$ cat config.mk
export PLATFORM = sky130hd
export DESIGN_NAME = rounded_rect_blend_pixel_top
export DESIGN_NICKNAME = d
export VERILOG_FILES = /design/src/hdl/rrb_pkg.sv /design/src/hdl/rrb_cfg.sv /design/src/hdl/rrb_shape.sv /design/src/hdl/rrb_blend.sv /design/src/hdl/rounded_rect_blend_pixel_top.sv
export SDC_FILE = /design/constraint.sdc
export NUM_CORES = 2
export LEC_CHECK = 0
export BUFFER_PORTS_ARGS = -buffer_cell sky130_fd_sc_hd__buf_2
export CORE_UTILIZATION = 45
export DETAILED_ROUTE_END_ITERATION = 8
export GPL_TIMING_DRIVEN = 0
export RECOVER_POWER = 100
export SYNTH_ARGS = -nofsm -noshare
export SYNTH_HDL_FRONTEND = slang
export SYNTH_SLANG_ARGS = --single-unit
$ cat constraint.sdc
create_clock -name i_clk -period 12.7 [get_ports i_clk]
set_input_delay 0.635 -clock i_clk [delete_from_list [all_inputs] [get_ports i_clk]]
set_output_delay 0.635 -clock i_clk [all_outputs]
set_load 0.1 [all_outputs]
$ cat src/hdl/rrb_pkg.sv
package rrb_pkg;

    localparam int COORD_W    = 10;
    localparam int PIXEL_W    = 32;
    localparam int RECT_W     = 13;
    localparam int COLOR_W    = 24;
    localparam int ALPHA_W    = 8;
    localparam int POS_FLD_W  = 15;
    localparam int CFG_DATA_W = 24;
    localparam int CFG_IDX_W  = 3;
    localparam int GEOM_W     = 15;
    localparam int RSQ_W      = 26;
    localparam int CHAN_W     = 8;
    localparam int POS_W      = 5;
    localparam int MIX_W      = 16;
    localparam int NUM_CHAN   = 3;

    localparam int SURFACE_WIDTH_DEF  = 1024;
    localparam int SURFACE_HEIGHT_DEF = 1024;

    localparam logic [CHAN_W-1:0]    CHAN_MAX    = 8'hFF;
    localparam logic [ALPHA_W-1:0]   ALPHA_RESET = 8'd255;
    localparam logic [POS_FLD_W-1:0] POS_RESET   = 15'd16640;

    typedef enum logic [CFG_IDX_W-1:0] {
        CFG_RECT_LEFT   = 3'd0,
        CFG_RECT_TOP    = 3'd1,
        CFG_RECT_RIGHT  = 3'd2,
        CFG_RECT_BOTTOM = 3'd3,
        CFG_RADIUS      = 3'd4,
        CFG_FILL_COLOR  = 3'd5,
        CFG_ALPHA       = 3'd6,
        CFG_POSITIONS   = 3'd7
    } t_cfg_idx;

    typedef struct packed {
        logic [COORD_W-1:0] pixel_x;
        logic [COORD_W-1:0] pixel_y;
        logic [PIXEL_W-1:0] old_pixel;
    } t_pix_in;

    typedef struct packed {
        logic               write_pixel;
        logic [PIXEL_W-1:0] new_pixel;
    } t_pix_out;

    // clamped rectangle, inner corner edges and squared radius
    typedef struct packed {
        logic [GEOM_W-1:0] x0;
        logic [GEOM_W-1:0] y0;
        logic [GEOM_W-1:0] x1;
        logic [GEOM_W-1:0] y1;
        logic [GEOM_W-1:0] xl;
        logic [GEOM_W-1:0] xr;
        logic [GEOM_W-1:0] yt;
        logic [GEOM_W-1:0] yb;
        logic [RSQ_W-1:0]  rsq;
    } t_geom;

    typedef struct packed {
        logic [COLOR_W-1:0]   fill_color;
        logic [ALPHA_W-1:0]   alpha;
        logic [POS_FLD_W-1:0] positions;
    } t_blend_cfg;

endpackage

$ cat src/hdl/rrb_cfg.sv
module rrb_cfg
    import rrb_pkg::*;
#(
    parameter int SURFACE_WIDTH  = SURFACE_WIDTH_DEF,
    parameter int SURFACE_HEIGHT = SURFACE_HEIGHT_DEF
) (
    input  logic                  i_clk,
    input  logic                  i_rst_n,
    input  logic                  i_cfg_we,
    input  logic [CFG_IDX_W-1:0]  i_cfg_idx,
    input  logic [CFG_DATA_W-1:0] i_cfg_data,
    output t_geom                 o_geom,
    output t_blend_cfg            o_blend
);

    localparam logic signed [GEOM_W-1:0] SW = GEOM_W'(SURFACE_WIDTH);
    localparam logic signed [GEOM_W-1:0] SH = GEOM_W'(SURFACE_HEIGHT);

    logic [RECT_W-1:0]    r_left, r_top, r_right, r_bottom, r_radius;
    logic [COLOR_W-1:0]   r_fill;
    logic [ALPHA_W-1:0]   r_alpha;
    logic [POS_FLD_W-1:0] r_pos;
    t_geom                r_geom;
    t_geom                n_geom;

    function automatic logic signed [GEOM_W-1:0] sx(input logic [RECT_W-1:0] v);
        return {{(GEOM_W-RECT_W){v[RECT_W-1]}}, v};
    endfunction

    always_ff @(posedge i_clk) begin
        if (!i_rst_n) begin
            r_left   <= '0;
            r_top    <= '0;
            r_right  <= '0;
            r_bottom <= '0;
            r_radius <= '0;
            r_fill   <= '0;
            r_alpha  <= ALPHA_RESET;
            r_pos    <= POS_RESET;
        end else if (i_cfg_we) begin
            case (t_cfg_idx'(i_cfg_idx))
                CFG_RECT_LEFT:   r_left   <= i_cfg_data[RECT_W-1:0];
                CFG_RECT_TOP:    r_top    <= i_cfg_data[RECT_W-1:0];
                CFG_RECT_RIGHT:  r_right  <= i_cfg_data[RECT_W-1:0];
                CFG_RECT_BOTTOM: r_bottom <= i_cfg_data[RECT_W-1:0];
                CFG_RADIUS:      r_radius <= i_cfg_data[RECT_W-1:0];
                CFG_FILL_COLOR:  r_fill   <= i_cfg_data[COLOR_W-1:0];
                CFG_ALPHA:       r_alpha  <= i_cfg_data[ALPHA_W-1:0];
                CFG_POSITIONS:   r_pos    <= i_cfg_data[POS_FLD_W-1:0];
                default: ;
            endcase
        end
    end

    logic signed [GEOM_W-1:0]   left_s, top_s, right_s, bottom_s, rad_s;
    logic signed [GEOM_W-1:0]   x0c, y0c, x1c, y1c, w, h, r0, r1, r2;
    logic signed [2*GEOM_W-1:0] rsq_full;

    always_comb begin
        left_s   = sx(r_left);
        top_s    = sx(r_top);
        right_s  = sx(r_right);
        bottom_s = sx(r_bottom);
        rad_s    = sx(r_radius);

        x0c = left_s[GEOM_W-1] ? '0 : left_s;
        y0c = top_s[GEOM_W-1]  ? '0 : top_s;
        x1c = (right_s > SW)  ? SW : right_s;
        y1c = (bottom_s > SH) ? SH : bottom_s;
        w   = x1c - x0c;
        h   = y1c - y0c;

        // radius clamp: width first, then height on the already clamped value
        r0 = rad_s[GEOM_W-1] ? '0 : rad_s;
        r1 = ((r0 <<< 1) > w) ? (w >>> 1) : r0;
        r2 = ((r1 <<< 1) > h) ? (h >>> 1) : r1;
        rsq_full = r2 * r2;

        n_geom.x0  = x0c;
        n_geom.y0  = y0c;
        n_geom.x1  = x1c;
        n_geom.y1  = y1c;
        n_geom.xl  = x0c + r2;
        n_geom.xr  = x1c - r2;
        n_geom.yt  = y0c + r2;
        n_geom.yb  = y1c - r2;
        n_geom.rsq = rsq_full[RSQ_W-1:0];
    end

    always_ff @(posedge i_clk) begin
        if (!i_rst_n) begin
            r_geom <= '0;
        end else begin
            r_geom <= n_geom;
        end
    end

    assign o_geom             = r_geom;
    assign o_blend.fill_color = r_fill;
    assign o_blend.alpha      = r_alpha;
    assign o_blend.positions  = r_pos;

endmodule

$ cat src/hdl/rrb_shape.sv
module rrb_shape
    import rrb_pkg::*;
(
    input  logic               i_clk,
    input  logic [COORD_W-1:0] i_x,
    input  logic [COORD_W-1:0] i_y,
    input  t_geom              i_geom,
    output logic               o_hit
);

    logic signed [GEOM_W-1:0] xs, ys, cx, cy;
    logic                     left, right, top, bot;
    logic                     n_in_range, n_corner;
    logic signed [GEOM_W-1:0] n_dx, n_dy;

    logic                     r_in_range, r_corner;
    logic signed [GEOM_W-1:0] r_dx, r_dy;

    assign xs = $signed({{(GEOM_W-COORD_W){1'b0}}, i_x});
    assign ys = $signed({{(GEOM_W-COORD_W){1'b0}}, i_y});

    always_comb begin
        n_in_range = (xs >= $signed(i_geom.x0)) && (xs < $signed(i_geom.x1)) &&
                     (ys >= $signed(i_geom.y0)) && (ys < $signed(i_geom.y1));
        left  = xs <  $signed(i_geom.xl);
        right = xs >= $signed(i_geom.xr);
        top   = ys <  $signed(i_geom.yt);
        bot   = ys >= $signed(i_geom.yb);
        n_corner = (left || right) && (top || bot);
        // left and top corners win when both sides match
        cx = left ? $signed(i_geom.xl) : $signed(i_geom.xr) - GEOM_W'(1);
        cy = top  ? $signed(i_geom.yt) : $signed(i_geom.yb) - GEOM_W'(1);
        n_dx = xs - cx;
        n_dy = ys - cy;
    end

    always_ff @(posedge i_clk) begin
        r_in_range <= n_in_range;
        r_corner   <= n_corner;
        r_dx       <= n_dx;
        r_dy       <= n_dy;
    end

    logic signed [2*GEOM_W-1:0] sq_x, sq_y;
    logic signed [2*GEOM_W:0]   sq_sum, rsq_ext;

    assign sq_x    = r_dx * r_dx;
    assign sq_y    = r_dy * r_dy;
    assign sq_sum  = (2*GEOM_W+1)'(sq_x) + (2*GEOM_W+1)'(sq_y);
    assign rsq_ext = $signed({{(2*GEOM_W+1-RSQ_W){1'b0}}, i_geom.rsq});
    assign o_hit   = r_in_range && (!r_corner || (sq_sum <= rsq_ext));

endmodule

$ cat src/hdl/rrb_blend.sv
module rrb_blend
    import rrb_pkg::*;
(
    input  logic               i_clk,
    input  logic [PIXEL_W-1:0] i_old,
    input  t_blend_cfg         i_cfg,
    output logic [PIXEL_W-1:0] o_word
);

    logic [POS_W-1:0]  pos  [NUM_CHAN];
    logic [CHAN_W-1:0] fill [NUM_CHAN];
    logic [MIX_W-1:0]  n_mix [NUM_CHAN];
    logic [MIX_W-1:0]  r_mix [NUM_CHAN];

    assign pos[0]  = i_cfg.positions[14:10];
    assign pos[1]  = i_cfg.positions[9:5];
    assign pos[2]  = i_cfg.positions[4:0];
    assign fill[0] = i_cfg.fill_color[23:16];
    assign fill[1] = i_cfg.fill_color[15:8];
    assign fill[2] = i_cfg.fill_color[7:0];

    always_comb begin
        logic [CHAN_W-1:0] chan;
        logic [CHAN_W-1:0] inv_a;
        inv_a = CHAN_MAX - i_cfg.alpha;
        for (int i = 0; i < NUM_CHAN; i++) begin
            chan     = CHAN_W'(i_old >> pos[i]);
            n_mix[i] = MIX_W'(chan) * MIX_W'(inv_a) + MIX_W'(fill[i]) * MIX_W'(i_cfg.alpha);
        end
    end

    always_ff @(posedge i_clk) begin
        for (int i = 0; i < NUM_CHAN; i++) begin
            r_mix[i] <= n_mix[i];
        end
    end

    // divide by 255 as (v + 1 + (v >> 8)) >> 8, exact below 65535
    always_comb begin
        logic [MIX_W:0]    q_sum;
        logic [CHAN_W-1:0] q;
        o_word = '0;
        for (int i = 0; i < NUM_CHAN; i++) begin
            q_sum  = (MIX_W+1)'(r_mix[i]) + (MIX_W+1)'(1) + (MIX_W+1)'(r_mix[i] >> CHAN_W);
            q      = q_sum[CHAN_W +: CHAN_W];
            o_word = o_word | (PIXEL_W'(q) << pos[i]);
        end
    end

endmodule

$ cat src/hdl/rounded_rect_blend_pixel_top.sv
// Rounded rectangle alpha fill, one pixel per clock. Pulse i_start with a
// pixel position and the word stored there; the block is never busy outside
// reset, so a pixel may follow every cycle. Once the start beat has passed
// r_v0, r_v1 and r_v2, o_done strobes for exactly one cycle with the result:
// write_pixel set and the blended word when the pixel falls inside the clamped rounded rectangle,
// otherwise write_pixel clear and the old word unchanged. The receiver cannot
// stall and must take each result beat in the cycle it appears. The pixel path is
// the input register, one stage after the edge compares and channel
// products, and the result register after the corner distance test and the
// divide by 255. Write configuration only with no pixel in flight.
module rounded_rect_blend_pixel_top
    import rrb_pkg::*;
#(
    parameter int SURFACE_WIDTH  = SURFACE_WIDTH_DEF,
    parameter int SURFACE_HEIGHT = SURFACE_HEIGHT_DEF
) (
    input  logic                  i_clk,
    input  logic                  i_rst_n,
    input  logic                  i_start,
    output logic                  o_busy,
    input  t_pix_in               i_pixel,
    output logic                  o_done,
    output t_pix_out              o_pixel,
    input  logic                  i_cfg_we,
    input  logic [CFG_IDX_W-1:0]  i_cfg_idx,
    input  logic [CFG_DATA_W-1:0] i_cfg_data
);

    t_geom              geom;
    t_blend_cfg         blend_cfg;
    logic               hit;
    logic [PIXEL_W-1:0] blend_word;

    t_pix_in            r_in;
    logic               r_v0, r_v1, r_v2;
    logic [PIXEL_W-1:0] r_old1;
    t_pix_out           r_out;
    t_pix_out           n_out;

    assign o_busy = !i_rst_n;

    rrb_cfg #(
        .SURFACE_WIDTH  (SURFACE_WIDTH),
        .SURFACE_HEIGHT (SURFACE_HEIGHT)
    ) u_cfg (
        .i_clk      (i_clk),
        .i_rst_n    (i_rst_n),
        .i_cfg_we   (i_cfg_we),
        .i_cfg_idx  (i_cfg_idx),
        .i_cfg_data (i_cfg_data),
        .o_geom     (geom),
        .o_blend    (blend_cfg)
    );

    rrb_shape u_shape (
        .i_clk  (i_clk),
        .i_x    (r_in.pixel_x),
        .i_y    (r_in.pixel_y),
        .i_geom (geom),
        .o_hit  (hit)
    );

    rrb_blend u_blend (
        .i_clk  (i_clk),
        .i_old  (r_in.old_pixel),
        .i_cfg  (blend_cfg),
        .o_word (blend_word)
    );

    always_ff @(posedge i_clk) begin
        if (!i_rst_n) begin
            r_v0 <= 1'b0;
            r_v1 <= 1'b0;
            r_v2 <= 1'b0;
        end else begin
            r_v0 <= i_start;
            r_v1 <= r_v0;
            r_v2 <= r_v1;
        end
    end

    always_comb begin
        n_out.write_pixel = hit;
        n_out.new_pixel   = hit ? blend_word : r_old1;
    end

    always_ff @(posedge i_clk) begin
        r_in   <= i_pixel;
        r_old1 <= r_in.old_pixel;
        r_out  <= n_out;
    end

    assign o_done  = r_v2;
    assign o_pixel = r_out;

endmodule

Yosys cells after proc, flatten, opt, wreduce, memory -nomap -nowiden
Memories as Yosys holds them, arrays and structs flattened.
Cells that the tools add are included.
{"block": "word_totals", "latchBits": 0, "inputBits": 83, "mem_bits_rw": 48, "rom_bits": 0, "reg_bits": 410, "elab_cells": 118, "memories": 1}
{"block": "op_classes", "n_reduce_logical": 19, "shift": 6, "magnitude_cmp": 13, "mux": 10, "multipliers": 9, "div": 0, "bitwise": 2, "n_addsub": 21, "eq_ne": 7}
{"name": "u_blend.r_mix", "depth": 3, "width": 16, "read_ports": 3, "rd_ports_with_merged_regs": 0, "write_ports": 3, "line_no": "rrb_blend.sv:13", "rtl": "logic [MIX_W-1:0] r_mix [NUM_CHAN];"}
{"cell": "8-bit by 8-bit multiplier with 16-bit output", "n": 6}
{"cell": "8-bit by 5-bit << shifter with 32-bit output", "n": 3}
{"cell": "32-bit by 5-bit right shift with 8-bit output", "n": 3}
{"cell": "15-bit two-way mux", "n": 6}
{"cell": "32-bit bitwise OR", "n": 2}
{"cell": "11-bit by 15-bit greater-or-equal comparator with 1-bit output", "n": 4}
{"cell": "11-bit by 15-bit < comparator with 1-bit output", "n": 4}
{"cell": "15-bit by 15-bit multiplier with 30-bit output", "n": 2}
{"cell": "15-bit subtractor", "n": 4}
{"cell": "16-bit by 1-bit adder with 16-bit output, second input constant", "n": 3}
{"cell": "16-bit adder", "n": 3}
{"cell": "16-bit by 8-bit adder with 16-bit output", "n": 3}
{"cell": "12-bit two-way mux", "n": 3}
{"cell": "32-bit two-way mux", "n": 1}
{"cell": "30-bit by 30-bit adder with 31-bit output", "n": 1}
{"cell": "31-bit by 27-bit <= comparator with 1-bit output", "n": 1}
{"cell": "13-bit by 15-bit adder with 15-bit output", "n": 2}
{"cell": "15-bit greater-than comparator", "n": 2}
{"cell": "11-bit by 15-bit subtractor with 15-bit output", "n": 2}
{"cell": "15-bit by 2-bit subtractor with 15-bit output, second input constant", "n": 2}
{"cell": "13-bit by 12-bit greater-than comparator with 1-bit output, second input constant", "n": 2}
{"cell": "15-bit by 15-bit multiplier with 26-bit output", "n": 1}
{"cell": "2-bit AND reduction", "n": 8}
{"cell": "3-bit == test, second input constant", "n": 4}
{"cell": "7 further kinds", "n": 15}

Longest topological paths before layout
{"block": "logic_depth", "depth_word": 8, "ltp_mapped": 64, "ltp_nobuf": 60}

Hierarchy
Synthesis repeated with hierarchy kept, for this count alone.
{"block": "hier_totals", "cells_unflattened": 7187, "area_unflattened_um2": 63508.4}
{"mod": "rrb_blend", "instances": 1, "area_per_inst_um2": 21150.3, "cells_each": 2529}
{"mod": "rrb_shape", "instances": 1, "area_per_inst_um2": 20802.5, "cells_each": 2315}
{"mod": "rrb_cfg", "instances": 1, "area_per_inst_um2": 18586.6, "cells_each": 2183}
{"mod": "rounded_rect_blend_pixel_top", "instances": 1, "area_per_inst_um2": 2969.1, "cells_each": 160}

Worst setup path before layout
OpenSTA, ideal clock, no wires.
{"block": "synth_path", "kind": "flip-flop to flip-flop", "start": "register u_cfg.r_right[12]", "end": "register u_cfg.r_geom, in the netlist u_cfg.o_geom[25]", "period_less_slack_ns": 12.817, "setup_time_ns": 0.128, "arrival_ns": 12.690, "slack_ns": -0.117, "path_stages_with_launch": 58, "path_cell_list": "dfxtp_1 or3_1 ha_1 clkbuf_1 nor2b_1 ha_1 nor2b_1 o31a_1 o311a_1 o31a_1 o21a_1 nor2_1 xnor2_1 inv_1 ha_1 nand3_1 or4_1 o211a_1 [... 22 more ...] inv_1 fa_1 inv_1 fa_1 fa_1 inv_1 fa_1 ha_1 a21oi_1 a211oi_1 o31a_1 o21ai_0 nand2b_1 a41o_1 o41ai_1 o21ai_0 xor2_1 nor2_1"}
{"element": "start, declared", "line_no": "rrb_cfg.sv:19", "rtl": "logic [RECT_W-1:0] r_left, r_top, r_right, r_bottom, r_radius;"}
{"element": "start signal, assigned", "line_no": "rrb_cfg.sv:44", "rtl": "CFG_RECT_RIGHT: r_right <= i_cfg_data[RECT_W-1:0];"}
{"element": "end signal, assigned", "line_no": "rrb_cfg.sv:94", "rtl": "r_geom <= n_geom;"}
{"element": "end, declared", "line_no": "rrb_cfg.sv:23", "rtl": "t_geom r_geom;"}

==> flow_metrics.env <==
export IMPL_clkLatencyLatePin_ns=0.66
export IMPL_drt_pass1_iterations=6
export IMPL_nNetsFinal=8869
export IMPL_die_w_um=372
export IMPL_drc_errors=0
export IMPL_crit_fanout=6
export IMPL_gp_congestion=0.991
export IMPL_wl_mm=196
export IMPL_via_per_inst=5.35
export IMPL_grt_pass1_wl_mm=301
export IMPL_synth_xor_area_share_pct=3.30
export IMPL_ys_ff_latch=447
export IMPL_coreArea_um2=135000
export IMPL_area_delta_synth_final_pct=11.3
export IMPL_place_port_buffers=107
export IMPL_hold_buffers=0
export IMPL_rsz0062_at_grt="true"
export IMPL_avgSynthCellArea_um2=8.86
export IMPL_grt_pass1_vias=49162
export IMPL_synth_mux_area_share_pct=4.18
export IMPL_hold_viol=0
export IMPL_relSlewSlack_pct=0.584
export IMPL_synthesis_area_um2=61500
export IMPL_synth_edff_count=0
export IMPL_wl_per_cell_um=21.7
export IMPL_drt_iter0_drc=3738
export IMPL_synthSimpleGateAreaFrac_pct=15.0
export IMPL_finalWorstSetupSlack_ns=-0.101
export IMPL_ys_async_sr_fraction_pct=0
export IMPL_min_period_over_period_pct=101
export IMPL_dp_hpwl_mm=160
export IMPL_synth_compound_area_share_pct=9.76
export IMPL_rows=135
export IMPL_io_pins=118
export IMPL_crit_top_cell="fa_1"
export IMPL_start_util_pct=45.4
export IMPL_slew_violations=0
export IMPL_worst_pin_slew_ns=1.49
export IMPL_synth_top_family_by_area="adder cells"
export IMPL_grt_ovfl_total=0
export IMPL_worstPathRequired_ns=13.18
export IMPL_fin_tns_setup_ns=-0.215
export IMPL_synth_distinct_cells=100
export IMPL_failed_checks="negative setup slack"
export IMPL_critical_path_class="reg2reg"
export IMPL_cts_root_buf="clkbuf_16"
export IMPL_cts_max_level=2
export IMPL_yosysWarnings=0
export IMPL_max_cap_violations=0
export IMPL_outcome="complete, but fails checks"
export IMPL_slowest_delay_ns=0.56
export IMPL_cts_tree="yes"
export IMPL_grt_max_degree=15
export IMPL_grtUsageTotal_pct=28.9
export IMPL_cp_slowest_cell="fa_1"
export IMPL_setup_viol=3
export IMPL_synth_fa_ha_area_share_pct=43.1
export IMPL_skew_ns=0.0287
export IMPL_hp_class="in2reg"
export IMPL_vias=48415
export IMPL_cp_start_kind="flip-flop"
export IMPL_cts_sinks=447
export IMPL_ys_flop_type="dfxtp_1"
export IMPL_cts_buffers=55
export IMPL_endpoint_kind="flip-flop"
export IMPL_dieArea_um2=138000
export IMPL_cts_clk_slew_worst_paths_ns=0.07
export IMPL_ant_nets=0
export IMPL_fin_crit_ns=12.80
export IMPL_synthCells=6943
export IMPL_antenna_found_initial=21
export IMPL_clock_path_buffers=3
export IMPL_die_h_um=372
export IMPL_cp_arrival_ns=13.28
export IMPL_max_freq_ghz=0.0781
export IMPL_yosysSeqAreaShare_pct=14.6
export IMPL_layout_drive_gt1_share_pct=10.0
-- synth_stat cells, types with 32 or more instances --
| library cell | instances | area share, % |
|---|---|---|
| inv_1 | 1375 | 8.4 |
| fa_1 | 919 | 30 |
| ha_1 | 647 | 13 |
| nand2_1 | 640 | 3.9 |
| dfxtp_1 | 447 | 15 |
| nor2_1 | 435 | 2.7 |
| a21oi_1 | 334 | 2.7 |
| and2_1 | 272 | 2.8 |
| clkbuf_1 | 200 | 1.2 |
| xnor2_1 | 186 | 2.6 |
| o21ai_0 | 162 | 1.3 |
| nand2b_1 | 120 | 1.2 |
| or2_2 | 111 | 1.1 |
| mux2i_1 | 101 | 1.6 |
| nor2b_1 | 101 | 1.0 |
| nor3_1 | 73 | 0.59 |
| a21o_1 | 71 | 0.87 |
| mux2_2 | 66 | 1.2 |
| nand3_1 | 65 | 0.53 |
| o21a_1 | 51 | 0.62 |
| o21bai_1 | 50 | 0.61 |
| a211oi_1 | 46 | 0.56 |
| xor2_1 | 43 | 0.61 |
| mux4_2 | 35 | 1.3 |
| buf_1 | 32 | 0.20 |
-- timing repair --
action,4_1_cts,5_1_grt
gates resized for setup,223,56
endpoints found under the setup margin,19,12
cloned,3,0
pin swaps,61,52
hold endpoints to repair,0,0
buffers inserted,88,15
-- worst max-delay path, delay by kind of cell, from the launching register on --
kind                       cells  cell delay [ns]
adders and majority gates     11             4.15
AOI/OAI and AO/OA             16             3.15
and+or+nand+nor               12             2.36
buffers and inverters         14             1.71
muxes                          2             0.50
xor gates and xnor gates       2             0.42
DFF                            1             0.35
-- cell families (layout without fill, tap and decap cells) --
group / count (synthesis) / after routing
fa+ha+maj: 1566 / 1566
buf+inv: 1639 / 1961
mux: 204 / 204
compound gates: 935 / 935
other cells: 1 / 7
simple gates: 1921 / 1921
flops: 447 / 447
xor+xnor: 230 / 230
-- area by class of cell --
class | instances | area, um^2
Fill cell | 12861 | 67000
Multi-Input combinational cell | 4859 | 47300
Inverter | 1387 | 5260
Buffer | 252 | 1200
Timing Repair Buffer | 218 | 1460
Clock inverter | 37 | 551
Tap cell | 1781 | 2230
Sequential cell | 447 | 8950
Antenna cell | 4 | 10.0
Clock buffer | 67 | 1490
-- path summary, 6_finish.rpt --
kind                                         from               end  slack [ns]  cells past startpoint
worst max-delay path            u_cfg.r_right[12]  u_cfg.o_geom[25]       -0.10                     57
worst min register to register           r_in[30]        r_old1[30]        0.35                      0
worst max register to register  u_cfg.r_right[12]  u_cfg.o_geom[25]       -0.10                     57
worst min-delay path                  i_pixel[42]          r_in[42]        0.09                      1
-- state kept, by name (all words and copies together) (netlist names), 8 cells and up --
name and flops:
u_shape.r_dx 15, u_cfg.r_pos 15, u_shape.r_dy 15, r_old1 32
u_cfg.o_geom 135, u_cfg.r_fill 24, o_pixel 33, u_cfg.r_radius 13
u_cfg.r_alpha 8, u_cfg.r_right 13, u_cfg.r_top 13, r_in 52
u_cfg.r_bottom 13, u_blend.r_mix 48, u_cfg.r_left 13
-- per-layer routing --
metal | routed length (um) | GRT usage (%) | up-vias | share of wire, %
li1 | - | - | 22449 | -
met1 | 88700 | 41.5 | 24043 | 45
met2 | 87400 | 45.4 | 1622 | 45
met3 | 14500 | 4.35 | 291 | 7.4
met4 | 5370 | 7.20 | 10 | 2.7
met5 | 59 | 0 | - | 0.030
-- through the flow --
| step | instance area (um^2) | std cells | hold WS, ns | setup WS [ns] | utilization, % |
|---|---|---|---|---|---|
| 3_3_place_gp | 64300 | 8833 | 0.336 | -2.66 | 47.5 |
| 2_1_floorplan | 61500 | 6945 | 0.329 | 0.0305 | - |
| 4_1_cts | 68100 | 9032 | 0.0467 | -0.235 | 50.3 |
| 3_5_place_dp | 64300 | 8837 | 0.338 | -2.68 | 47.5 |
| 6_report | 68500 | 9052 | 0.0881 | -0.101 | 50.5 |
| 5_1_grt | 68500 | 9050 | 0.0682 | -0.476 | 50.5 |
-- cell usage in the layout (no fill, tap or decap), types with 38 or more instances in the layout --
master / netlist / layout
o21bai_1: 50 / 47
xnor2_1: 186 / 182
clkbuf_16: 0 / 60
or2_2: 111 / 110
o21a_1: 51 / 51
a21o_1: 71 / 70
nor2_1: 435 / 420
nand2_1: 640 / 625
dfxtp_1: 447 / 445
fa_1: 919 / 911
buf_2: 5 / 97
nor2b_1: 101 / 92
mux2_2: 66 / 64
a21oi_1: 334 / 325
and2_1: 272 / 268
nand3_1: 65 / 62
nand2b_1: 120 / 119
clkbuf_1: 200 / 208
ha_1: 647 / 628
a211oi_1: 46 / 41
mux2i_1: 101 / 91
buf_4: 4 / 100
inv_1: 1375 / 1358
nor3_1: 73 / 69
o21ai_0: 162 / 148
xor2_1: 43 / 38
Power is not shown: default switching activity piles up to over one toggle a cycle in this logic, so the estimate is an artifact.
